**config.mk**
```make
export PLATFORM = sky130hd
export DESIGN_NAME = nnt_rsp_reg
export DESIGN_NICKNAME = d
export VERILOG_FILES = /design/src/hw/rtl/assert_macros.svh /design/src/hw/rtl/nnt_pkg.sv /design/src/hw/rtl/nnt_rsp_reg.sv
export SDC_FILE = /design/constraint.sdc
export NUM_CORES = 1
export LEC_CHECK = 0
export BUFFER_PORTS_ARGS = -buffer_cell sky130_fd_sc_hd__buf_2
export CAP_MARGIN = 10
export CORE_MARGIN = 4
export CORE_UTILIZATION = 55
export CTS_CLUSTER_DIAMETER = 40
export CTS_CLUSTER_SIZE = 14
export DETAILED_ROUTE_END_ITERATION = 7
export HOLD_SLACK_MARGIN = 0.06
export PLACE_DENSITY = 0.84
export SLEW_MARGIN = 10
export SYNTH_ARGS = -nofsm -noshare
export SYNTH_HDL_FRONTEND = slang
export SYNTH_SLANG_ARGS = --single-unit
```
**constraint.sdc**
```tcl
create_clock -name clock -period 5.6 [get_ports clock]
set_clock_uncertainty 0.1 [all_clocks]
set_input_delay 1.68 -clock clock [delete_from_list [all_inputs] [get_ports clock]]
set_output_delay 1.68 -clock clock [all_outputs]
set_load 0.01 [all_outputs]
```
**src/hw/rtl/assert_macros.svh**
```systemverilog
// assertion macros used by the tour sequencer module
`ifndef ASSERT_MACROS_SVH
`define ASSERT_MACROS_SVH

// property must hold at every clock edge outside reset
`define ASSERT_PROP(lbl, clk, rst, prop, msg) \
   lbl: assert property (@(posedge clk) disable iff (rst) (prop)) else $error(msg);

// condition must never be seen at a clock edge outside reset
`define ASSERT_NEVER(lbl, clk, rst, cond, msg) \
   `ASSERT_PROP(lbl, clk, rst, !(cond), msg)

`endif

```
**src/hw/rtl/nnt_pkg.sv**
```systemverilog
// shared constants and types of the nearest-neighbor tour builder
package nnt_pkg;

   // sizing
   localparam int MAX_CITIES = 32;
   localparam int DIST_BITS  = 16;
   localparam int CITY_BITS  = $clog2(MAX_CITIES);
   localparam int CNT_BITS   = $clog2(MAX_CITIES + 1);
   localparam int ADDR_BITS  = 2 * CITY_BITS;
   localparam int MEM_DEPTH  = 1 << ADDR_BITS;

   // result field widths
   localparam int EDGE_BITS = 16;
   localparam int TOUR_BITS = 21;
   localparam int SUM_BITS  = ((TOUR_BITS > DIST_BITS) ? TOUR_BITS : DIST_BITS) + 1;
   localparam logic [TOUR_BITS-1:0] TOUR_MAX = '1;

   // command codes
   localparam logic CMD_LOAD = 1'b0;
   localparam logic CMD_RUN  = 1'b1;

   // register indexes
   localparam logic CSR_CITY_COUNT = 1'b0;
   localparam logic CSR_START_CITY = 1'b1;

   // one tour entry handed from the sequencer to the result register
   typedef struct packed {
      logic [CITY_BITS-1:0] position;
      logic [CITY_BITS-1:0] city;
      logic [DIST_BITS-1:0] edge_len;
      logic                 last;
   } emit_type;

endpackage

```
**src/hw/rtl/nnt_rsp_reg.sv**
```systemverilog
// result register with running tour length
module nnt_rsp_reg (
   input  logic                          clock,
   input  logic                          reset,
   input  logic                          emit_valid,
   input  nnt_pkg::emit_type             emit,
   output logic                          emit_ready,
   output logic                          rsp_valid,
   input  logic                          rsp_ready,
   output logic [nnt_pkg::CITY_BITS-1:0] rsp_position,
   output logic [nnt_pkg::CITY_BITS-1:0] rsp_city,
   output logic [nnt_pkg::EDGE_BITS-1:0] rsp_edge_length,
   output logic [nnt_pkg::TOUR_BITS-1:0] rsp_tour_length,
   output logic                          rsp_last
);
   import nnt_pkg::*;

   logic                 valid_ff, valid_in;
   logic [TOUR_BITS-1:0] sum_ff, sum_in;
   logic [SUM_BITS-1:0]  sum_wide;
   logic [CITY_BITS-1:0] position_ff;
   logic [CITY_BITS-1:0] city_ff;
   logic [EDGE_BITS-1:0] edge_ff;
   logic [TOUR_BITS-1:0] tour_ff;
   logic                 last_ff;
   logic                 load;

   assign emit_ready = !valid_ff || rsp_ready;
   assign load       = emit_valid && emit_ready;

   // saturating tour sum, restarted at the first position
   always_comb begin
      sum_wide = SUM_BITS'(sum_ff) + SUM_BITS'(emit.edge_len);
      if (emit.position == '0) begin
         sum_wide = SUM_BITS'(emit.edge_len);
      end
      if (sum_wide > SUM_BITS'(TOUR_MAX)) begin
         sum_in = TOUR_MAX;
      end else begin
         sum_in = sum_wide[TOUR_BITS-1:0];
      end
   end

   // valid flag
   always_comb begin
      valid_in = valid_ff;
      if (load) begin
         valid_in = 1'b1;
      end else if (rsp_ready) begin
         valid_in = 1'b0;
      end
   end

   always_ff @(posedge clock) begin
      if (reset) begin
         valid_ff <= 1'b0;
      end else begin
         valid_ff <= valid_in;
      end
   end

   // result payload
   always_ff @(posedge clock) begin
      if (load) begin
         sum_ff      <= sum_in;
         position_ff <= emit.position;
         city_ff     <= emit.city;
         edge_ff     <= EDGE_BITS'(emit.edge_len);
         tour_ff     <= emit.last ? sum_in : '0;
         last_ff     <= emit.last;
      end
   end

   assign rsp_valid       = valid_ff;
   assign rsp_position    = position_ff;
   assign rsp_city        = city_ff;
   assign rsp_edge_length = edge_ff;
   assign rsp_tour_length = tour_ff;
   assign rsp_last        = last_ff;

endmodule

```
Word level (Yosys, flattened, before mapping). Index checks and enable logic that the tools add are counted.

Bits of input ports: 31. Flip-flop bits (word level): 70. Word-level logic and storage cells: 18.

Multiplexer cells: 4. Add/sub/neg operators: 1. Magnitude comparators: 1. Reduce and logical (&&, ||, !) cells: 5.

Operator list (count): 21-bit by 16-bit adder with 22-bit output (1); 22-bit by 21-bit > comparator with 1-bit output, second input constant (1); 22-bit two-way mux (1); 21-bit two-way mux (1); 5-bit zero test (1); 1-bit two-way mux (2); 2-bit nonzero test (1); 1-bit logical AND (1); 1-bit zero test (1); 1-bit logical OR (1).

Logic depth before layout (Yosys ltp).
Depth after elaboration: 4. Mapped depth: 10. Depth with buffers taken out: 10.

Least setup slack after synthesis. OpenSTA, ideal clock, no wires.

Kind: input to register. From: in rsp_ready. To: reg city_ff[0] (netlist: rsp_city[0]) (enable). Stages on the path: 2. Arrival: 3.512 ns. Setup time: 0.435 ns. Setup slack: 1.553 ns. Required time: 5.065 ns. Cell sequence: nand2b_1 -> and2_1.

Longest elaborated chain between the ends: 2.

RTL lines: start, declared (RTL line nnt_rsp_reg.sv:9) `input logic rsp_ready,`; 1-bit logical OR (RTL line nnt_rsp_reg.sv:28) `assign emit_ready = !valid_ff || rsp_ready;`; 1-bit logical AND (RTL line nnt_rsp_reg.sv:29) `assign load = emit_valid && emit_ready;`; via load (RTL line nnt_rsp_reg.sv:26) `logic load;`; end signal, assigned (RTL line nnt_rsp_reg.sv:67) `city_ff <= emit.city;`; end, declared (RTL line nnt_rsp_reg.sv:22) `logic [CITY_BITS-1:0] city_ff;`.

The timed path passes the listed nets, and every way through them passes these cells. A chain may end at the register's enable or synchronous reset.

Final worst setup path.
From: in emit[5] (netlist bit). To: reg tour_ff[13] (netlist: rsp_tour_length[13]) (data pin).

Longest elaborated chain between the ends: 4.

RTL lines: start, declared (RTL line nnt_rsp_reg.sv:6) `input nnt_pkg::emit_type emit,`; 21-bit by 16-bit adder with 22-bit output (RTL line nnt_rsp_reg.sv:33) `sum_wide = SUM_BITS'(sum_ff) + SUM_BITS'(emit.edge_len);`; 22-bit two-way mux (*) (RTL line nnt_rsp_reg.sv:34) `if (emit.position == '0) begin`; 22-bit by 21-bit > comparator with 1-bit output (RTL line nnt_rsp_reg.sv:37) `if (sum_wide > SUM_BITS'(TOUR_MAX)) begin`; 21-bit two-way mux (*) (RTL line nnt_rsp_reg.sv:37); via sum_in[13] (RTL line nnt_rsp_reg.sv:19) `logic [TOUR_BITS-1:0] sum_ff, sum_in;`; end signal, assigned (RTL line nnt_rsp_reg.sv:69) `tour_ff <= emit.last ? sum_in : '0;`; end, declared (RTL line nnt_rsp_reg.sv:24) `logic [TOUR_BITS-1:0] tour_ff;`.

Mark *: on every way through the listed nets, which the timed path passes. The rest lies on a longest branch.

==> results by group <==
Timing
  • Worst setup margin: 1.578 ns
  • Unrepaired setup endpoints after global routing: no
  • Slew margin rel.: approximately 29%
  • Fmax: roughly 250 MHz
  • Least-Margin Pin Slew: 1.065 ns
  • WHS: ~0.42 ns
  • Fin. max-slew vios: 0
  • Crit path time final: just over 4 ns
  • Setup TNS: 0 ns
  • Hold violation count in the final report: 0
  • Setup-failing EPs final: 0
  • Final period util: between 70% and 80%

Final layout
  • N_diodes: 0
  • Share of layout cells above drive strength 1: about 29%
  • Area grow syn2layout: 17.70%
  • Post-route core utilization: approximately two thirds
  • Nets: 410

CTS
  • CTS root buf: clkbuf_8
  • CTS max path bufs: 2
  • # Post-CTS Setup Buffers: 0
  • Resize count post-CTS: 0
  • CTS Hold Bufs: 0
  • CTS H-tree lvls: 3
  • Clock slew at reported path FFs: 0.07 ns
  • CTS Buf Count: 9
  • CTS tree: built
  • Worst-Skew Late Latency: ~0.34 ns
  • Clock Sinks: 70

Yosys
  • Yosys warnings: 0
  • Most area-hungry cell type in the Yosys netlist: edfxtp_1
  • Synth area leaders: edfxtp_1, ha_1, and2_1, nand2_1, a21oi_1
  • Unique masters post-synth: 46
  • Cells after Synth: 279
  • Flops & latches, synth: 70
  • Cell area after synthesis: 3478 um2
  • Count of flip-flops with a built-in enable after synthesis: slightly below 70
  • Seq/Total Area, Yosys: approximately 60%
  • Synthesized area per cell: roughly 12 um2
  • Most used DFF post-synth: edfxtp_1
  • Synth top cells by count: edfxtp_1, nand2_1, a21oi_1
  • Top cell type's share of synthesized area: 59.57%
  • Syn nets: between 300 and 400
  • Most common cell in the synthesized netlist: edfxtp_1
  • Async SR Flop Fraction: 0%

Drt
  • Via count: roughly 2500
  • DRC errors left: 0
  • WL per Instance: between 15 and 20 um
  • Total wire length: 7016 um
  • Post-route ant nets: 0
  • Vias per cell: roughly 5.6
  • Pre-antenna DRT Iters: 4
  • Initial DRC count: between 150 and 200

Placed design
  • Place WS: around 1.2 ns
  • Detail Placement HPWL: 5149 um
  • RD Place Congestion: roughly 0.88
  • Port bufs: 80

Pwr
  • Power per Cell Area: around 450 nW/um2
  • Leakage: ~1.7 nW
  • Worst vdd ir: between 0.2 and 0.25 mV
  • Final Total Pwr: about 0.0018 W

Floorplanning
  • Io pins: slightly above 80
  • Total die area: roughly 7700 um2
  • Num rows: 28
  • Placeable Area: 6026 um2
  • Die Width: 87.53 um
  • Die Ht: a little under 90 um
  • Initial Util: 57.72%

GRT
  • Vias in the first global route: about 2600
  • Initial antenna violation count: 0
  • First-pass GRT wire length: between 10000 and 15000 um
  • GR Util All Layers: approximately a fifth
  • GR Overflow Total: 0
  • Pin count of the biggest net entering global routing: 70

Min path
  • HP Start: rsp_valid
  • Worst min-delay path category: register to register

Critical path
  • Crit path buffers/inverters: 2
  • Slowest cell on the critical path: a211o_1
  • FF-to-FF Start: sum_ff[4]
  • Delay-heaviest family, CP: compound AO/OA/AOI/OAI gates
  • Startpoint type of the worst setup path: input port
  • Crit Path Max Fanout: 19
  • CP cell instances: buf_2 -> ha_1 -> a21o_1 -> a31oi_1 -> a21o_1 -> a211o_1 -> a211o_1 -> buf_4 -> o21ai_2 -> and2_1
  • Crit end category: register
  • CP Class: input port to register
  • Worst path max stage delay: approximately 0.51 ns
  • Worst EP arrival: around 4.0 ns
  • CP Data Required Time: roughly 5.6 ns
  • CP startpoint: emit[5]

Run
  • Max_cap viols: 0

Status
  • Status: finished clean
-- stage by stage --
step	instances	area, um2
2_1_floorplan	279	3478
3_3_place_gp	426	3936
3_5_place_dp	426	3936
4_1_cts	442	4094
5_1_grt	442	4094
6_report	442	4094
-- report_power, final --
part	switching, W	total, W	internal, W
combinational	0.000412	0.000724	0.000312
sequential	0.0000372	0.000776	0.000739
clock	0.000179	0.000336	0.000157
total	0.000628	0.00184	0.00121
-- sequential cells by signal, indices dropped and copies added (netlist names) --
register,count
rsp_last,1
rsp_city,5
sum_ff,21
rsp_tour_length,21
rsp_edge_length,16
rsp_position,5
rsp_valid,1
-- worst reg2reg max path, delay by kind of cell, from the launching register on --
kind	cells	cell delay [ns]
AOI/OAI and AO/OA	6	1.38
adders and majority gates	1	0.35
buffers and inverters	1	0.34
DFF	1	0.37
and+or+nand+nor	1	0.15
-- cell usage in the layout, fill, tap and decap left out, types with 2 or more instances in the layout --
cell type,netlist,layout
buf_2,1,80
edfxtp_1,69,69
nand2_1,31,31
a21oi_1,23,23
and2_1,20,19
ha_1,16,16
o21ai_0,14,14
nor2_1,9,9
clkbuf_8,0,9
nand3_1,8,8
o211ai_2,7,7
xor2_1,7,7
mux2i_1,6,6
inv_1,5,5
nor3_1,5,5
a21o_1,5,5
xnor2_1,5,5
a31oi_1,4,4
a211o_1,3,3
nor2b_1,3,3
clkinv_2,0,3
nand2b_1,2,2
and3_1,2,2
nand4_1,2,2
o21a_1,2,2
a21boi_0,2,2
o21ai_2,2,2
a221oi_1,2,2
clkinv_1,1,2
clkbuf_1,5,2
-- path summary, 6_finish.rpt --
path / end / slack (ns) / cells after the start
max: rsp_tour_length[13] / 1.58 / 10
min: rsp_valid / 0.42 / 2
max reg2reg: rsp_tour_length[13] / 2.67 / 9
min reg2reg: rsp_valid / 0.42 / 2
-- layer usage --
metal | vias to the layer above | wire (um) | track usage (%)
li1 | 1223 | - | -
met1 | 1161 | 2824 | 23.51
met2 | 82 | 3549 | 34.86
met3 | 12 | 540 | 7.379
met4 | 0 | 102 | 5.858
met5 | - | 0 | 0
-- area by class of cell --
class | instances | area, um2
multi-input combinational | 194 | 1320
inverter | 6 | 22.52
timing repair buffer | 81 | 407.9
clock buffer | 11 | 131.4
sequential | 70 | 2092
clock inverter | 5 | 26.28
fill | 481 | 1932
tap | 75 | 93.84
-- cell families after synthesis --
family	share of synthesized area, %
AOI/OAI and AO/OA	14.50
xor gates and xnor gates	3.022
adders and majority gates	6.331
buffers and inverters	1.978
DFF	60.14
muxes	1.727
and+or+nand+nor	12.30
Power figures use the tool's default switching activity.
