**config.mk**
```make
export PLATFORM = sky130hd
export DESIGN_NAME = nnt_tour_seq
export DESIGN_NICKNAME = d
export VERILOG_FILES = /design/src/hw/rtl/nnt_pkg.sv /design/src/hw/rtl/nnt_tour_seq.sv
export VERILOG_INCLUDE_DIRS = /design/src /design/src/hw/rtl
export SDC_FILE = /design/constraint.sdc
export NUM_CORES = 1
export LEC_CHECK = 0
export BUFFER_PORTS_ARGS = -buffer_cell sky130_fd_sc_hd__clkbuf_2
export CAP_MARGIN = 20
export CORE_MARGIN = 3
export CORE_UTILIZATION = 30
export CTS_CLUSTER_SIZE = 28
export DETAILED_ROUTE_END_ITERATION = 8
export PLACE_DENSITY_LB_ADDON = 0.25
export SLEW_MARGIN = 20
export SYNTH_ARGS = -nofsm -noshare
export SYNTH_HDL_FRONTEND = slang
export SYNTH_SLANG_ARGS = --single-unit
```
**constraint.sdc**
```tcl
create_clock -name clock -period 6 [get_ports clock]
set_input_delay 0.6 -clock clock [delete_from_list [all_inputs] [get_ports clock]]
set_output_delay 0.6 -clock clock [all_outputs]
set_load 0.02 [all_outputs]
```
**src/hw/rtl/assert_macros.svh**
```systemverilog
// assertion macros used by the tour sequencer module
`ifndef ASSERT_MACROS_SVH
`define ASSERT_MACROS_SVH

// property must hold at every clock edge outside reset
`define ASSERT_PROP(lbl, clk, rst, prop, msg) \
   lbl: assert property (@(posedge clk) disable iff (rst) (prop)) else $error(msg);

// condition must never be seen at a clock edge outside reset
`define ASSERT_NEVER(lbl, clk, rst, cond, msg) \
   `ASSERT_PROP(lbl, clk, rst, !(cond), msg)

`endif

```
**src/hw/rtl/nnt_pkg.sv**
```systemverilog
// shared constants and types of the nearest-neighbor tour builder
package nnt_pkg;

   // sizing
   localparam int MAX_CITIES = 32;
   localparam int DIST_BITS  = 16;
   localparam int CITY_BITS  = $clog2(MAX_CITIES);
   localparam int CNT_BITS   = $clog2(MAX_CITIES + 1);
   localparam int ADDR_BITS  = 2 * CITY_BITS;
   localparam int MEM_DEPTH  = 1 << ADDR_BITS;

   // result field widths
   localparam int EDGE_BITS = 16;
   localparam int TOUR_BITS = 21;
   localparam int SUM_BITS  = ((TOUR_BITS > DIST_BITS) ? TOUR_BITS : DIST_BITS) + 1;
   localparam logic [TOUR_BITS-1:0] TOUR_MAX = '1;

   // command codes
   localparam logic CMD_LOAD = 1'b0;
   localparam logic CMD_RUN  = 1'b1;

   // register indexes
   localparam logic CSR_CITY_COUNT = 1'b0;
   localparam logic CSR_START_CITY = 1'b1;

   // one tour entry handed from the sequencer to the result register
   typedef struct packed {
      logic [CITY_BITS-1:0] position;
      logic [CITY_BITS-1:0] city;
      logic [DIST_BITS-1:0] edge_len;
      logic                 last;
   } emit_type;

endpackage

```
**src/hw/rtl/nnt_tour_seq.sv**
```systemverilog
// tour sequencer: scans one matrix row per step and picks the nearest unvisited city
`include "assert_macros.svh"

module nnt_tour_seq (
   input  logic                          clock,
   input  logic                          reset,
   input  logic                          run_go,
   input  logic [nnt_pkg::CNT_BITS-1:0]  city_count,
   input  logic [nnt_pkg::CITY_BITS-1:0] start_city,
   output logic                          idle,
   output logic                          rd_en,
   output logic [nnt_pkg::ADDR_BITS-1:0] rd_addr,
   input  logic [nnt_pkg::DIST_BITS-1:0] rd_data,
   output logic                          emit_valid,
   output nnt_pkg::emit_type             emit,
   input  logic                          emit_ready
);
   import nnt_pkg::*;

   localparam logic [2:0] ST_IDLE       = 3'd0;
   localparam logic [2:0] ST_SCAN       = 3'd1;
   localparam logic [2:0] ST_DRAIN      = 3'd2;
   localparam logic [2:0] ST_STEP       = 3'd3;
   localparam logic [2:0] ST_FINAL_RD   = 3'd4;
   localparam logic [2:0] ST_FINAL_WAIT = 3'd5;

   logic [2:0]            state_ff, state_in;
   logic [CNT_BITS-1:0]   n_ff, n_in;
   logic [CITY_BITS-1:0]  start_ff, start_in;
   logic [CITY_BITS-1:0]  cur_ff, cur_in;
   logic [CNT_BITS-1:0]   j_ff, j_in;
   logic [CNT_BITS-1:0]   pos_ff, pos_in;
   logic [MAX_CITIES-1:0] visited_ff, visited_in;
   logic [DIST_BITS-1:0]  best_ff, best_in;
   logic [CITY_BITS-1:0]  pick_ff, pick_in;
   logic                  found_ff, found_in;
   logic                  rd_vld_ff, rd_vld_in;
   logic [CITY_BITS-1:0]  rd_j_ff, rd_j_in;
   logic [CNT_BITS-1:0]   n_clamp;

   // clamp the configured count into the supported range
   always_comb begin
      if (city_count < CNT_BITS'(2)) begin
         n_clamp = CNT_BITS'(2);
      end else if (city_count > CNT_BITS'(MAX_CITIES)) begin
         n_clamp = CNT_BITS'(MAX_CITIES);
      end else begin
         n_clamp = city_count;
      end
   end

   // sequencer next state
   always_comb begin
      state_in   = state_ff;
      n_in       = n_ff;
      start_in   = start_ff;
      cur_in     = cur_ff;
      j_in       = j_ff;
      pos_in     = pos_ff;
      visited_in = visited_ff;
      best_in    = best_ff;
      pick_in    = pick_ff;
      found_in   = found_ff;
      rd_vld_in  = 1'b0;
      rd_j_in    = rd_j_ff;
      rd_en      = 1'b0;
      rd_addr    = {cur_ff, j_ff[CITY_BITS-1:0]};
      emit_valid = 1'b0;
      emit       = '{position: CITY_BITS'(pos_ff - CNT_BITS'(1)), city: cur_ff,
                     edge_len: best_ff, last: 1'b0};

      // compare the row entry that returned from memory
      if (rd_vld_ff && !visited_ff[rd_j_ff] && (!found_ff || rd_data < best_ff)) begin
         best_in  = rd_data;
         pick_in  = rd_j_ff;
         found_in = 1'b1;
      end

      unique case (state_ff)
         ST_IDLE: begin
            if (run_go) begin
               n_in       = n_clamp;
               start_in   = (CNT_BITS'(start_city) < n_clamp) ? start_city : '0;
               cur_in     = start_in;
               visited_in = '0;
               visited_in[start_in] = 1'b1;
               pos_in     = CNT_BITS'(1);
               j_in       = '0;
               found_in   = 1'b0;
               state_in   = ST_SCAN;
            end
         end
         ST_SCAN: begin
            rd_en     = 1'b1;
            rd_vld_in = 1'b1;
            rd_j_in   = j_ff[CITY_BITS-1:0];
            j_in      = j_ff + CNT_BITS'(1);
            if (j_ff == n_ff - CNT_BITS'(1)) begin
               state_in = ST_DRAIN;
            end
         end
         ST_DRAIN: begin
            state_in = ST_STEP;
         end
         ST_STEP: begin
            emit_valid = 1'b1;
            if (emit_ready) begin
               visited_in[pick_ff] = 1'b1;
               cur_in   = pick_ff;
               pos_in   = pos_ff + CNT_BITS'(1);
               j_in     = '0;
               found_in = 1'b0;
               state_in = (pos_ff == n_ff - CNT_BITS'(1)) ? ST_FINAL_RD : ST_SCAN;
            end
         end
         ST_FINAL_RD: begin
            rd_en    = 1'b1;
            rd_addr  = {cur_ff, start_ff};
            state_in = ST_FINAL_WAIT;
         end
         ST_FINAL_WAIT: begin
            emit_valid = 1'b1;
            emit       = '{position: CITY_BITS'(n_ff - CNT_BITS'(1)), city: cur_ff,
                           edge_len: rd_data, last: 1'b1};
            if (emit_ready) begin
               state_in = ST_IDLE;
            end
         end
         default: begin
            state_in = ST_IDLE;
         end
      endcase
   end

   // sequencer registers
   always_ff @(posedge clock) begin
      if (reset) begin
         state_ff   <= ST_IDLE;
         n_ff       <= CNT_BITS'(2);
         start_ff   <= '0;
         cur_ff     <= '0;
         j_ff       <= '0;
         pos_ff     <= '0;
         visited_ff <= '0;
         found_ff   <= 1'b0;
         rd_vld_ff  <= 1'b0;
      end else begin
         state_ff   <= state_in;
         n_ff       <= n_in;
         start_ff   <= start_in;
         cur_ff     <= cur_in;
         j_ff       <= j_in;
         pos_ff     <= pos_in;
         visited_ff <= visited_in;
         found_ff   <= found_in;
         rd_vld_ff  <= rd_vld_in;
      end
   end

   // scan payload
   always_ff @(posedge clock) begin
      best_ff <= best_in;
      pick_ff <= pick_in;
      rd_j_ff <= rd_j_in;
   end

   assign idle = (state_ff == ST_IDLE);

   // checks
   `ASSERT_PROP(a_cur_visited, clock, reset,
      state_ff != ST_IDLE |-> visited_ff[cur_ff], "current city is not marked visited")
   `ASSERT_PROP(a_marks_match_pos, clock, reset,
      (state_ff == ST_SCAN || state_ff == ST_DRAIN) |-> $countones(visited_ff) == pos_ff,
      "visited marks disagree with placed city count")
   `ASSERT_PROP(a_pick_fresh, clock, reset,
      state_ff == ST_STEP |-> found_ff && !visited_ff[pick_ff],
      "step chose no city or a visited city")
   `ASSERT_PROP(a_step_marks_one, clock, reset,
      (state_ff == ST_STEP && emit_ready) |=>
         $countones(visited_ff) == $countones($past(visited_ff)) + 1,
      "step did not mark exactly one new city")

endmodule

```
======== Word level (Yosys, flattened, before mapping) ========
Cells that the tools add are included.
storage, ports and cells
  word-level logic and storage cells ...... 89
  output and inout port bits .............. 40
  input port bits ......................... 31
  register bits after elaboration ......... 91
operators by class
  reductions and logical operators ........ 16
  equality and inequality tests ........... 11
  magnitude comparators ................... 9
  bitwise operators ....................... 1
  multiplexer cells ....................... 36
  add/subtract/negate cells ............... 4
operator list
  kind                                                                                  number
  32-bit two-way mux                                                                    2
  32-bit one-hot mux with 2 select lines                                                1
  6-bit two-way mux                                                                     6
  32-bit OR                                                                             1
  27-bit two-way mux                                                                    1
  5-bit two-way mux                                                                     4
  5-bit by 6-bit less-than comparator with 1-bit output (second input constant)         3
  3-bit one-hot mux with 6 select lines                                                 1
  6-bit one-hot mux with 3 select lines                                                 1
  16-bit less-than comparator                                                           1
  3-bit two-way mux                                                                     5
  6-bit by 1-bit adder with 6-bit output (second input constant)                        2
  6-bit equality test                                                                   2
  6-bit one-hot mux with 2 select lines                                                 1
  1-bit demux with 5-bit select                                                         2
  5-bit by 1-bit greater-or-equal comparator with 1-bit output (second input constant)  2
  5-bit one-hot mux with 2 select lines                                                 1
  1-bit two-way mux                                                                     9
  2-bit inequality test (second input constant)                                         4
  3-bit by 2-bit equality test with 1-bit output (second input constant)                2
  3-bit equality test (second input constant)                                           2
  6-bit greater-than comparator (second input constant)                                 1
  5-bit by 6-bit less-than comparator with 1-bit output                                 1
  6-bit by 2-bit less-than comparator with 1-bit output (second input constant)         1
  15 further kinds                                                                      21

======== Longest topological paths before layout ========
Gate-level depths: netlist of the first run.
  word-level depth ........................ 11
  mapped depth ............................ 9

======== Least setup slack after synthesis of the first run ========
Ideal clock, no wire load.
  path kind ............................... input to register
  start point ............................. input port rd_data[4] in the netlist's numbering
  end point ............................... register best_ff[0], enable pin
  required time ........................... 5.591 ns
  buffers on the path ..................... 0
  cell stages on the path ................. 7
  slack ................................... 2.787 ns
  library setup time ...................... 0.409 ns
  data arrival time ....................... 2.804 ns
  cell sequence ........................... ha_1 > a21o_1 > a21oi_1 > o21ai_1 > a2111oi_0 > o21ai_0 > a22oi_1
between the ends
  cells in the longest elaborated chain, start to end .. 3
RTL lines
  element                      RTL line             RTL
  from (decl)                  nnt_tour_seq.sv:13   input logic [nnt_pkg::DIST_BITS-1:0] rd_data,
  16-bit less-than comparator  nnt_tour_seq.sv:73   if (rd_vld_ff && !visited_ff[rd_j_ff] && (!found_ff || rd_data < best_ff)) begin
  1-bit logical OR             nnt_tour_seq.sv:73
  1-bit logical AND            nnt_tour_seq.sv:73
  to (signal assigned)         nnt_tour_seq.sv:162  best_ff <= best_in;
  to (decl)                    nnt_tour_seq.sv:34   logic [DIST_BITS-1:0] best_ff, best_in;
Every way passes these cells.
A chain may end at the register's enable or synchronous reset.

==> impl_summary.log, run 1 <==
[metrics] run status: finished, final reports clean
[metrics] Die Wd: about 140 um
[metrics] vias in the first global route: around 4400
[metrics] TritonCTS clock tree: yes
[metrics] max incr delay on CP: around 500 ps
[metrics] clock buffers created by TritonCTS: 9
[metrics] Placer Congestion: slightly above 0.8
[metrics] total detailed-routing wirelength: between 10 and 15 mm
[metrics] per-cell routed wire length: 16.48 um
[metrics] standard cell with the maximum stage delay on the critical path: sky130_fd_sc_hd__dfxtp_1
[metrics] Max IR drop VDD: 0.0001771 V
[metrics] global router's overall resource usage: roughly 15%
[metrics] final net count: approximately 710
[metrics] total count of hold-check failures in the final report: 0
[metrics] worst slew slack as a fraction of its limit: 40.32%
[metrics] Post-Syn Area per Cell: about 8.6 um^2
[metrics] flip-flop and latch count after synthesis: 91
[metrics] Register Area: between 2000 and 2500 um^2
[metrics] Fillers: around 1800
[metrics] vias per cell: 5.233
[metrics] Area Overhead vs Synth: 14.31%
[metrics] global-route wire length before repair: 24.10 mm
[metrics] initial DRC count: between 400 and 500
[metrics] router iterations before antenna repair: 5
[metrics] number of buffers inserted for hold repair after clock tree synthesis: 0
[metrics] data arrival time at the worst-slack endpoint: ~2300 ps
[metrics] maximum number of pins on one net before global-route repair: 70
[metrics] cell breakdown of the critical path: nor2b_1 -> nand2_1 -> inv_2 -> nand2_1 -> o21ai_1 -> clkbuf_2
[metrics] library cell with the largest summed area after synthesis: sky130_fd_sc_hd__dfxtp_1
[metrics] area of the die: around 19000 um^2
[metrics] max-capacitance violation count: 0
[metrics] placeable core region: approximately 17000 um^2
[metrics] highest-count cells in the layout ignoring fill and taps: sky130_fd_sc_hd__nor2_1, sky130_fd_sc_hd__a21oi_1, sky130_fd_sc_hd__clkbuf_2
[metrics] number of antenna repair diodes: 0
[metrics] multi-input logic area: approximately 3000 um^2
[metrics] area share of the largest cell type after synthesis: around 24%
[metrics] Port Buf Inserts: 70
[metrics] area of the mapped netlist: approximately 5300 um^2
[metrics] fraction of final layout cells with drive strength greater than 1: 19.00%
[metrics] number of nets still failing antenna checks after routing: 0
[metrics] Max Fclk: between 300 and 400 MHz
[metrics] maximum buffer depth of the clock tree: 2
[metrics] GRT Residual Overflow: 0
[metrics] Worst Setup End Kind: primary output
[metrics] leak pwr: 2.378 nW
[metrics] crit path time final: roughly 2900 ps
[metrics] utilization after layout: 35.12%
[metrics] number of sinks handled by clock tree synthesis: a little over 90
[metrics] path type of the worst setup path: reg -> out
[metrics] areal power density over the cells: 303.4 nW/um^2
[metrics] distinct cell type count after synthesis: ~60
[metrics] sequential-to-total area share from yosys stat: roughly two fifths
[metrics] number of primary I/O pins: 71
[metrics] clock latency at the later pin of the worst-skew pair: 350 ps
[metrics] primary flip-flop cell chosen by synthesis mapping: sky130_fd_sc_hd__dfxtp_1
[metrics] Yosys warning count: 0
[metrics] initial cell density of the core: between 30% and 40%
[metrics] Worst Skew: approximately 6.3 ps
[metrics] Synth area leaders: sky130_fd_sc_hd__dfxtp_1, sky130_fd_sc_hd__edfxtp_1, sky130_fd_sc_hd__a21oi_1, sky130_fd_sc_hd__ha_1, sky130_fd_sc_hd__nor2_1
[metrics] pin slew with the least headroom to its limit: about 900 ps
[metrics] Critical Path Fanout Max: 31
[metrics] EDFF count, synth: 26
[metrics] routed via count: about 4600
[metrics] drt drc: 0
[metrics] clock slew seen by the registers of the worst setup and hold paths: approximately 60 ps
[metrics] Root Driver: sky130_fd_sc_hd__clkbuf_16
[metrics] max-slew violation count: 0
[metrics] required arrival time at the worst endpoint: 5400 ps
[metrics] standard-cell rows: between 40 and 50
[metrics] Setup violations, final: 0
[metrics] post-synthesis instance total: roughly 620
[metrics] detailed placement HPWL: 10.61 mm
[metrics] Tcrit/Tclk final: 48.76%
[metrics] Setup Total Neg Slack: 0 ps
[metrics] kind of start point of the critical path: flop
[metrics] total number of H-tree levels: 3
[metrics] antenna violations before repair: 0
[metrics] FFs w/ async S/R, synth: 0%
[metrics] cts repair resizes: 0
[metrics] HP Class: in -> reg
[metrics] unrepaired setup endpoints after global routing: no
[metrics] Net Count, Synth: between 600 and 700
[metrics] y dimension of the die: between 100 and 150 um
[metrics] Power, Total: between 1.5 and 2 mW
[metrics] most prevalent standard cell on the critical path: sky130_fd_sc_hd__nand2_1
[metrics] number of buffers inserted to repair setup after CTS: 0
[synthesized netlist by cell type, types with 2 or more instances]
| cell type | instances |
|---|---|
| sky130_fd_sc_hd__a21o_1 | 5 |
| sky130_fd_sc_hd__mux2_2 | 7 |
| sky130_fd_sc_hd__buf_4 | 5 |
| sky130_fd_sc_hd__a22oi_1 | 2 |
| sky130_fd_sc_hd__dfxtp_1 | 65 |
| sky130_fd_sc_hd__nor2b_1 | 9 |
| sky130_fd_sc_hd__nor2_1 | 74 |
| sky130_fd_sc_hd__nor4_2 | 3 |
| sky130_fd_sc_hd__mux4_2 | 9 |
| sky130_fd_sc_hd__edfxtp_1 | 26 |
| sky130_fd_sc_hd__and3_1 | 2 |
| sky130_fd_sc_hd__a222oi_1 | 2 |
| sky130_fd_sc_hd__a221oi_1 | 3 |
| sky130_fd_sc_hd__xor2_1 | 10 |
| sky130_fd_sc_hd__mux2i_1 | 3 |
| sky130_fd_sc_hd__and3b_1 | 2 |
| sky130_fd_sc_hd__nand4_1 | 9 |
| sky130_fd_sc_hd__and2_1 | 5 |
| sky130_fd_sc_hd__xnor2_1 | 19 |
| sky130_fd_sc_hd__inv_2 | 2 |
| sky130_fd_sc_hd__o21ai_1 | 17 |
| sky130_fd_sc_hd__buf_1 | 6 |
| sky130_fd_sc_hd__ha_1 | 23 |
| sky130_fd_sc_hd__nand3_1 | 4 |
| sky130_fd_sc_hd__a31oi_1 | 4 |
| sky130_fd_sc_hd__o21ai_0 | 30 |
| sky130_fd_sc_hd__a21oi_1 | 74 |
| sky130_fd_sc_hd__nor3b_1 | 4 |
| sky130_fd_sc_hd__nor3_2 | 6 |
| sky130_fd_sc_hd__a211oi_1 | 8 |
| sky130_fd_sc_hd__inv_1 | 24 |
| sky130_fd_sc_hd__nor3_1 | 45 |
| sky130_fd_sc_hd__clkbuf_1 | 31 |
| sky130_fd_sc_hd__o21bai_1 | 2 |
| sky130_fd_sc_hd__nand2b_1 | 9 |
| sky130_fd_sc_hd__a22o_1 | 5 |
| sky130_fd_sc_hd__nand2_1 | 41 |
[where the power goes]
part	total [mW]	internal, mW	switching, mW
logic	0.490	0.190	0.300
registers	0.796	0.716	0.0800
clock network	0.563	0.319	0.244
total	1.85	1.23	0.624
[cells by family (layout without fill, tap and decap cells)]
family          Yosys count  in the layout  synth area share, %
compound gates          164            164                18.63
mux                      19             19                5.842
fa+ha+maj                23             23                5.397
simple gates            221            221                20.88
xor+xnor                 29             29                4.763
flops                    91             91                39.04
buf+inv                  70            116                5.443
[metal layers]
metal	track usage (%)	part of all wire, %
met5	0	0
met4	5.304	1.7
met3	2.990	6.6
met2	22.90	44
met1	21.97	48
[worst max-delay path: cells and delay by family (launching register included)]
kind / cells / cell delay, ps
buf+inv: 2 / 700
simple gates: 3 / 660
flops: 1 / 500
compound gates: 1 / 110
[sequential cells by signal (all words and copies together), names as in the netlist]
register,flops
best_ff,16
cur_ff,5
found_ff,1
j_ff,6
n_ff,6
pick_ff,5
pos_ff,6
rd_j_ff,5
rd_vld_ff,1
start_ff,5
state_ff,3
visited_ff,32
[final timing paths]
path,from,to,slack (ps),cells after the start
setup / recovery,state_ff[0]$_SDFFE_PP0P_,emit[7],3070,6
hold / removal,rd_data[13],best_ff[13]$_DFFE_PP_,460,1
setup reg to reg,rd_j_ff[2]$_DFFE_PP_,best_ff[13]$_DFFE_PP_,3070,6
hold reg to reg,start_ff[3]$_SDFFE_PP0P_,start_ff[3]$_SDFFE_PP0P_,470,1
[through the flow]
step,setup slack [ps],cells,hold slack (ps),instance area [um^2]
3_5_place_dp,2532,871,458.0,5799
5_1_grt,2827,888,450.4,6096
3_3_place_gp,2577,871,456.3,5799
6_report,3074,888,458.6,6096
2_1_floorplan,2787,617,424.4,5333
4_1_cts,2710,887,444.6,6085
[cell type report]
class / instances / area share, %
Inverter: 26 / 1.601
Clock inverter: 6 / 0.9236
Timing Repair Buffer: 74 / 6.301
Clock buffer: 10 / 3.756
Sequential cell: 91 / 34.15
Tap cell: 225 / 4.618
Multi-Input combinational cell: 456 / 48.65
Note: power is estimated with default switching activity, not from simulation.
==> inputs of run 2 (changes only) <==
clock period = 2.9 ns   (was 6 ns; I/O delays follow)
==> run 2 against run 1 <==
Global-route usage about the same. Worst hold slack lost 300 ps. Via count is 1.4% higher. Critical path type is now reg -> reg. Clock skew is 1.1 ps higher. Final cell count rose by 0.45%. Critical path depth unchanged. Sequential share of layout area fell by 0.40 points. Flip-flop and latch count did not move.
==> impl_summary.log, run 2 (synthesized netlist as in run 1, its figures left out) <==
[metrics] worst setup path endpoint: best_ff[3]$_DFFE_PP_
[metrics] global router's overall resource usage: 15.26% (-0.017 points)
[metrics] y dimension of the die: 139.3 um (unchanged)
[metrics] number of antenna repair diodes: 0 (unchanged)
[metrics] kind of start point of the critical path: flop
[metrics] maximum number of pins on one net before global-route repair: 74 (+5.7%)
[metrics] number of primary I/O pins: 71 (unchanged)
[metrics] global-route wire length before repair: 24.11 mm (about the same)
[metrics] Worst Path Buf+Inv: 1 (-1)
[metrics] vias in the first global route: 4503 (+2.1%)
[metrics] Most Used Layer, Global Route: met2
[metrics] register name with the most flops: visited_ff
[metrics] run status: finished, final reports clean
[metrics] cell type group with the largest total delay on the critical path: multiplexers
[metrics] Area Overhead vs Synth: 15.67%
[metrics] flop-to-flop setup slack: 310 ps (-2760 ps)
[metrics] Worst Skew: 7.370 ps (+1.075 ps)
[metrics] final critical-path setup slack: 310.8 ps (-2764 ps)
[metrics] antenna violations before repair: 0 (unchanged)
[metrics] area of the die: 19410 um^2 (unchanged)
[metrics] number of stages on the worst setup path: 6 (unchanged)
[metrics] clock buffers created by TritonCTS: 9 (unchanged)
[metrics] Setup violations, final: 0 (unchanged)
[metrics] path type of the worst setup path: reg -> reg
[metrics] beginning of the critical path: rd_j_ff[2]$_DFFE_PP_
[metrics] leak pwr: 2.415 nW (+1.5%)
[metrics] initial DRC count: 496 (+17%)
[metrics] Max IR drop VDD: 0.0002816 V (+59%)
[metrics] number of sinks handled by clock tree synthesis: 91 (unchanged)
[metrics] router iterations before antenna repair: 5 (unchanged)
[metrics] total detailed-routing wirelength: 14.91 mm (+1.9%)
[metrics] HP Class: in -> reg
[metrics] Setup Total Neg Slack: 0 ps (unchanged)
[metrics] Critical Path Fanout Max: 12 (-61%)
[metrics] clock slew seen by the registers of the worst setup and hold paths: 70 ps (about the same)
[metrics] highest-count cells in the layout ignoring fill and taps: sky130_fd_sc_hd__nor2_1, sky130_fd_sc_hd__a21oi_1, sky130_fd_sc_hd__clkbuf_2
[metrics] worst slew slack as a fraction of its limit: 37.87% (-2.4 points)
[metrics] standard cell with the maximum stage delay on the critical path: sky130_fd_sc_hd__edfxtp_1
[metrics] Placer Congestion: 0.8905 (+8.1%)
[metrics] number of nets still failing antenna checks after routing: 0 (unchanged)
[metrics] unrepaired setup endpoints after global routing: no
[metrics] GR Layer Usage met2: 22.72% (-0.18 points)
[metrics] GRT Residual Overflow: 0 (unchanged)
[metrics] cell breakdown of the critical path: mux4_2 -> mux4_2 -> nor2_1 -> nor2_1 -> a22oi_2 -> buf_4
[metrics] areal power density over the cells: 642.2 nW/um^2 (+110%)
[metrics] required arrival time at the worst endpoint: 2950 ps (-2450 ps)
[metrics] routed via count: 4711 (+1.4%)
[metrics] Max Fclk: 386.2 MHz
[metrics] final net count: 716 (+0.56%)
[metrics] largest registers in the final layout: visited_ff: 32 flops, best_ff: 16 flops
[metrics] per-cell routed wire length: 16.71 um (+1.4%)
[metrics] standard-cell rows: 48 (unchanged)
[metrics] met1 Usage GRT: 21.87% (-0.11 points)
[metrics] drt drc: 0 (unchanged)
[metrics] max-capacitance violation count: 0 (unchanged)
[metrics] Critical R2R Capture: best_ff[3]$_DFFE_PP_
[metrics] max incr delay on CP: 690 ps (+190 ps)
[metrics] pin slew with the least headroom to its limit: 930.1 ps (+36.65 ps)
[metrics] global-route met3 utilization: 2.612% (-0.38 points)
[metrics] clock latency at the later pin of the worst-skew pair: 350 ps (about the same)
[metrics] initial cell density of the core: 30.72% (unchanged)
[metrics] Die Wd: 139.3 um (unchanged)
[metrics] number of buffers inserted for hold repair after clock tree synthesis: 0 (unchanged)
[metrics] worst r2r path cells: 6 (unchanged)
[metrics] TritonCTS clock tree: yes
[metrics] setup slack after placement: 258.7 ps (-2273 ps)
[metrics] Critical R2R Launch: rd_j_ff[2]$_DFFE_PP_
[metrics] maximum buffer depth of the clock tree: 2 (unchanged)
[metrics] Worst Setup End Kind: flop
[metrics] Tcrit/Tclk final: 89.28%
[metrics] placeable core region: 17360 um^2 (unchanged)
[metrics] data arrival time at the worst-slack endpoint: 2640 ps (+310 ps)
[metrics] fraction of final layout cells with drive strength greater than 1: 19.49% (+0.49 points)
[metrics] vias per cell: 5.281 (+0.92%)
[metrics] cts repair resizes: 0 (unchanged)
[metrics] Root Driver: sky130_fd_sc_hd__clkbuf_16
[metrics] detailed placement HPWL: 10.62 mm (about the same)
[metrics] total count of hold-check failures in the final report: 0 (unchanged)
[metrics] total number of H-tree levels: 3 (unchanged)
[metrics] max-slew violation count: 0 (unchanged)
[metrics] Port Buf Inserts: 70 (unchanged)
[metrics] number of buffers inserted to repair setup after CTS: 0 (unchanged)
[metrics] hold slack: 154.4 ps (-304.2 ps)
[metrics] crit path time final: 2589 ps
[metrics] max reg flops: 32 (unchanged)
-- run 2: cell count changes in the layout (fill, tap and decap cells not counted) --
cell                         before  now
sky130_fd_sc_hd__buf_12           0    1
sky130_fd_sc_hd__buf_4            3    7
sky130_fd_sc_hd__buf_6            1    0
sky130_fd_sc_hd__bufinv_16        1    2
sky130_fd_sc_hd__clkbuf_1         1    2
sky130_fd_sc_hd__clkinv_1         1    0
sky130_fd_sc_hd__clkinv_2         3    0
sky130_fd_sc_hd__clkinv_4         0    2
sky130_fd_sc_hd__clkinvlp_4       1    0
sky130_fd_sc_hd__inv_6            0    1
-- run 2: worst min path at each step --
stage               cells past startpoint  slack [ps]                        to                startpoint
detailed placement                      1         470  start_ff[3]$_SDFFE_PP0P_  start_ff[3]$_SDFFE_PP0P_
CTS                                     1         150     best_ff[14]$_DFFE_PP_               rd_data[14]
floorplan                               0         390      best_ff[0]$_DFFE_PP_                rd_data[0]
global placement                        1         460  start_ff[0]$_SDFFE_PP0P_  start_ff[0]$_SDFFE_PP0P_
finish                                  1         150      best_ff[0]$_DFFE_PP_                rd_data[0]
global route                            1         150     best_ff[10]$_DFFE_PP_               rd_data[10]
-- run 2: worst reg2reg max path, cell delays in order, from the launching register on --
cell and delay (ps):
sky130_fd_sc_hd__edfxtp_1 690, sky130_fd_sc_hd__mux4_2 590, sky130_fd_sc_hd__mux4_2 480, sky130_fd_sc_hd__nor2_1 100
sky130_fd_sc_hd__nor2_1 70, sky130_fd_sc_hd__a22oi_2 140, sky130_fd_sc_hd__buf_4 230
-- run 2: per-stage QoR --
step / std cells / total power [mW] / instance area [um^2] / util, %
2_1_floorplan: 617 / 2.380 / 5338 / -
3_3_place_gp: 876 / 2.691 / 5849 / 33.70
3_5_place_dp: 876 / 2.708 / 5849 / 33.70
4_1_cts: 892 / 3.979 / 6168 / 35.54
5_1_grt: 892 / 4.172 / 6168 / 35.54
6_report: 892 / 3.961 / 6168 / 35.54
-- run 2: per-layer routing --
layer  vias up  part of all wire, %
met5         -                    0
met4         0                  2.4
met3        20                  7.9
met2       193                   43
met1      2204                   46
li1       2294                    -
-- run 2: cell type report --
class	count	area (um^2)
multi-input combinational	456	2965
tap	225	281.5
inverter	26	97.59
clock buffer	11	232.7
fill	1728	11190
timing repair buffer	78	422.9
sequential	91	2082
clock inverter	5	86.33
-- run 2: power by group --
part | leakage [nW] | internal (mW) | switching [mW]
sequential | 0.776 | 1.48 | 0.167
clock | 0.154 | 0.762 | 0.511
combinational | 1.48 | 0.407 | 0.633
==> inputs of run 3 (changes only) <==
--- a/config.mk
+++ b/config.mk
@@ -11,4 +11,5 @@
 export CORE_MARGIN = 3
 export CORE_UTILIZATION = 30
+export CTS_BUF_LIST = sky130_fd_sc_hd__clkbuf_8
 export CTS_CLUSTER_SIZE = 28
 export DETAILED_ROUTE_END_ITERATION = 8
==> constraint.sdc (replaced) <==
create_clock -name clock -period 2.9 [get_ports clock]
set_input_delay 0.29 -clock clock [delete_from_list [all_inputs] [get_ports clock]]
set_output_delay 0.29 -clock clock [all_outputs]
set_load 0.1 [all_outputs]
==> run 3 against run 2 <==
Clock power fell by 32%. First-iteration DRC count fell by 26%. Setup slack got worse by 31 ps. Combinational power rose by 43%. Via count rose by 0.89%. Worst hold slack got worse by 31 ps. Power rose by 1.2%. Flip-flop and latch count did not move. Cell area fell by 0.83%. Largest power group unchanged. Highest routed layer unchanged.
==> impl_summary.log, run 3 (synthesized netlist as in run 1, its figures left out) <==
[metrics] run status: finished, final reports clean
[metrics] worst r2r path cells: 6 (unchanged)
[metrics] Critical Path Fanout Max: 5 (-7)
[metrics] fraction of power spent switching nets: 42.58% (+9.5 points)
[metrics] data arrival time at the worst-slack endpoint: 2330 ps (-310 ps)
[metrics] max-capacitance violation count: 0 (unchanged)
[metrics] drt drc: 0 (unchanged)
[metrics] Critical R2R Launch: rd_j_ff[2]$_DFFE_PP_
[metrics] Gate power share: 37.2% (+11 points)
[metrics] Hold Crit Endpoint: best_ff[12]$_DFFE_PP_
[metrics] total count of hold-check failures in the final report: 0 (unchanged)
[metrics] placeable core region: 17360 um^2 (unchanged)
[metrics] vias in the first global route: 4526 (+0.51%)
[metrics] global router's overall resource usage: 15.43% (+0.17 points)
[metrics] number of buffers inserted for hold repair after clock tree synthesis: 0 (unchanged)
[metrics] register name with the most flops: visited_ff
[metrics] standard-cell rows: 48 (unchanged)
[metrics] setup slack after placement: 267.1 ps (+8.481 ps)
[metrics] standard cell with the maximum stage delay on the critical path: sky130_fd_sc_hd__clkbuf_2
[metrics] number of nets still failing antenna checks after routing: 0 (unchanged)
[metrics] clock slew seen by the registers of the worst setup and hold paths: 90 ps (+20 ps)
[metrics] y dimension of the die: 139.3 um (unchanged)
[metrics] Setup Total Neg Slack: 0 ps (unchanged)
[metrics] unrepaired setup endpoints after global routing: no
[metrics] Tcrit/Tclk final: 90.35% (+1.1 points)
[metrics] Hold Path Depth: 1 (unchanged)
[metrics] fraction of final layout cells with drive strength greater than 1: 21.08% (+1.6 points)
[metrics] leak pwr: 2.399 nW (-0.66%)
[metrics] initial cell density of the core: 30.72% (unchanged)
[metrics] pin slew with the least headroom to its limit: 851.4 ps (-78.65 ps)
[metrics] Area Overhead vs Synth: 14.71%
[metrics] path type of the worst setup path: reg -> out
[metrics] clock latency at the later pin of the worst-skew pair: 380 ps (+30 ps)
[metrics] total detailed-routing wirelength: 14.94 mm (+0.23%)
[metrics] crit path time final: 2620 ps (+30.93 ps)
[metrics] placed cell areas: 5931 um^2 (+1.4%)
[metrics] cell breakdown of the critical path: inv_1 -> ha_1 -> nor3b_1 -> xnor2_1 -> o21ai_0 -> clkbuf_2
[metrics] per-cell routed wire length: 16.71 um (about the same)
[metrics] Max IR drop VDD: 0.0002913 V (+3.5%)
[metrics] maximum buffer depth of the clock tree: 2 (unchanged)
[metrics] final standard cell area without fillers: 6117 um^2 (-0.83%)
[metrics] Critical R2R Capture: best_ff[14]$_DFFE_PP_
[metrics] kind of start point of the critical path: flop
[metrics] routed via count: 4753 (+0.89%)
[metrics] number of antenna repair diodes: 0 (unchanged)
[metrics] final critical-path setup slack: 279.9 ps (-30.93 ps)
[metrics] number of primary I/O pins: 71 (unchanged)
[metrics] Root Driver: sky130_fd_sc_hd__clkbuf_8
[metrics] Fillers: 1752 (+1.4%)
[metrics] flop-to-flop setup slack: 300 ps (about the same)
[metrics] Worst Setup End Kind: primary output
[metrics] required arrival time at the worst endpoint: 2610 ps (-340 ps)
[metrics] max incr delay on CP: 500 ps (-190 ps)
[metrics] clock network power share: 21.7% (-10 points)
[metrics] clock buffers created by TritonCTS: 9 (unchanged)
[metrics] worst slew slack as a fraction of its limit: 43.12% (+5.3 points)
[metrics] utilization after layout: 35.24% (-0.30 points)
[metrics] maximum number of pins on one net before global-route repair: 74 (unchanged)
[metrics] router iterations before antenna repair: 5 (unchanged)
[metrics] Placer Congestion: 0.8593 (-3.5%)
[metrics] part of the total power dissipated in sequential elements: 41.1% (-0.5 points)
[metrics] Power Internal: 2.302 mW (-13%)
[metrics] area of the die: 19410 um^2 (unchanged)
[metrics] Die Wd: 139.3 um (unchanged)
[metrics] antenna violations before repair: 0 (unchanged)
[metrics] TritonCTS clock tree: yes
[metrics] Max Fclk: 381.7 MHz (-1.2%)
[metrics] highest-count cells in the layout ignoring fill and taps: sky130_fd_sc_hd__nor2_1, sky130_fd_sc_hd__a21oi_1, sky130_fd_sc_hd__dfxtp_1
[metrics] vias per cell: 5.317 (+0.67%)
[metrics] detailed placement HPWL: 10.85 mm (+2.1%)
[metrics] Setup violations, final: 0 (unchanged)
[metrics] largest registers in the final layout: visited_ff: 32 flops, best_ff: 16 flops
[metrics] min-delay src: rd_data[12]
[metrics] max-slew violation count: 0 (unchanged)
[metrics] GRT Residual Overflow: 0 (unchanged)
[metrics] number of buffers inserted to repair setup after CTS: 0 (unchanged)
[metrics] initial DRC count: 367 (-26%)
[metrics] max reg flops: 32 (unchanged)
[metrics] P_sw: 1.707 mW (+30%)
[metrics] Worst Skew: 11.23 ps (+3.865 ps)
[metrics] areal power density over the cells: 655.3 nW/um^2 (+2.0%)
[metrics] global-route wire length before repair: 24.41 mm (+1.2%)
[metrics] final net count: 718 (+0.28%)
[metrics] HP Class: in -> reg
[metrics] Port Buf Inserts: 70 (unchanged)
[metrics] total number of H-tree levels: 3 (unchanged)
[metrics] number of sinks handled by clock tree synthesis: 91 (unchanged)
run 3: what timing repair did:
action | CTS | global route
gates resized for setup | 0 | 1
hold endpoints to repair | 0 | 0
setup endpoints to repair | 0 | 1
run 3: metal layers:
| layer | global-route usage [%] | wire (um) | vias to the layer above |
|---|---|---|---|
| met2 | 23.51 | 6649 | 194 |
| met3 | 2.612 | 1061 | 25 |
| li1 | - | - | 2298 |
| met5 | 0 | 0 | - |
| met1 | 21.72 | 6899 | 2236 |
| met4 | 6.282 | 329 | 0 |
run 3: cell type report:
class | count | area [um^2] | area share, %
multi-input cells | 456 | 3004 | 49.11
clock inverters | 7 | 61.31 | 1.002
flip-flops and latches | 91 | 2082 | 34.04
clock buffers | 9 | 123.9 | 2.025
repair buffers | 80 | 465.4 | 7.609
well taps | 225 | 281.5 | 4.602
inverters | 26 | 98.84 | 1.616
run 3: power by group through the flow:
stage	Combinational (mW)	Clock, mW	Sequential, mW
floorplan	1.18	0	1.64
global placement	1.48	0	1.67
detailed placement	1.50	0	1.67
CTS	1.50	0.894	1.64
global route	1.62	0.938	1.67
finish	1.49	0.869	1.65
run 3: through the flow:
| stage | std cells | power, mW | hold slack, ps |
|---|---|---|---|
| floorplan | 617 | 2.816 | 388.9 |
| global placement | 878 | 3.146 | 451.2 |
| detailed placement | 878 | 3.167 | 458.5 |
| CTS | 894 | 4.037 | 95.85 |
| global route | 894 | 4.222 | 105.9 |
| finish | 894 | 4.009 | 123.2 |
run 3: worst max path at each step:
stage               slack [ps]                    endpoint  cells after the start                     start
finish                     280                    emit[26]                      6      n_ff[0]$_SDFFE_PP0P_
global route                80                    emit[26]                      6      n_ff[0]$_SDFFE_PP0P_
global placement           250        best_ff[9]$_DFFE_PP_                      9                rd_data[4]
CTS                        180                     emit[4]                      6  state_ff[0]$_SDFFE_PP0P_
floorplan                 -620                    emit[24]                      5  state_ff[0]$_SDFFE_PP0P_
detailed placement         270  visited_ff[7]$_SDFFE_PP0P_                     10             city_count[2]
run 3: worst max-delay path, delay by kind of cell, from the launching register on:
| family | cells | cell delay (ps) |
|---|---|---|
| buffers and inverters | 2 | 620 |
| AO/OA/AOI/OAI | 1 | 220 |
| AND/OR/NAND/NOR | 1 | 370 |
| adder cells (fa/ha/maj) | 1 | 180 |
| XOR/XNOR | 1 | 170 |
| flip-flops | 1 | 390 |
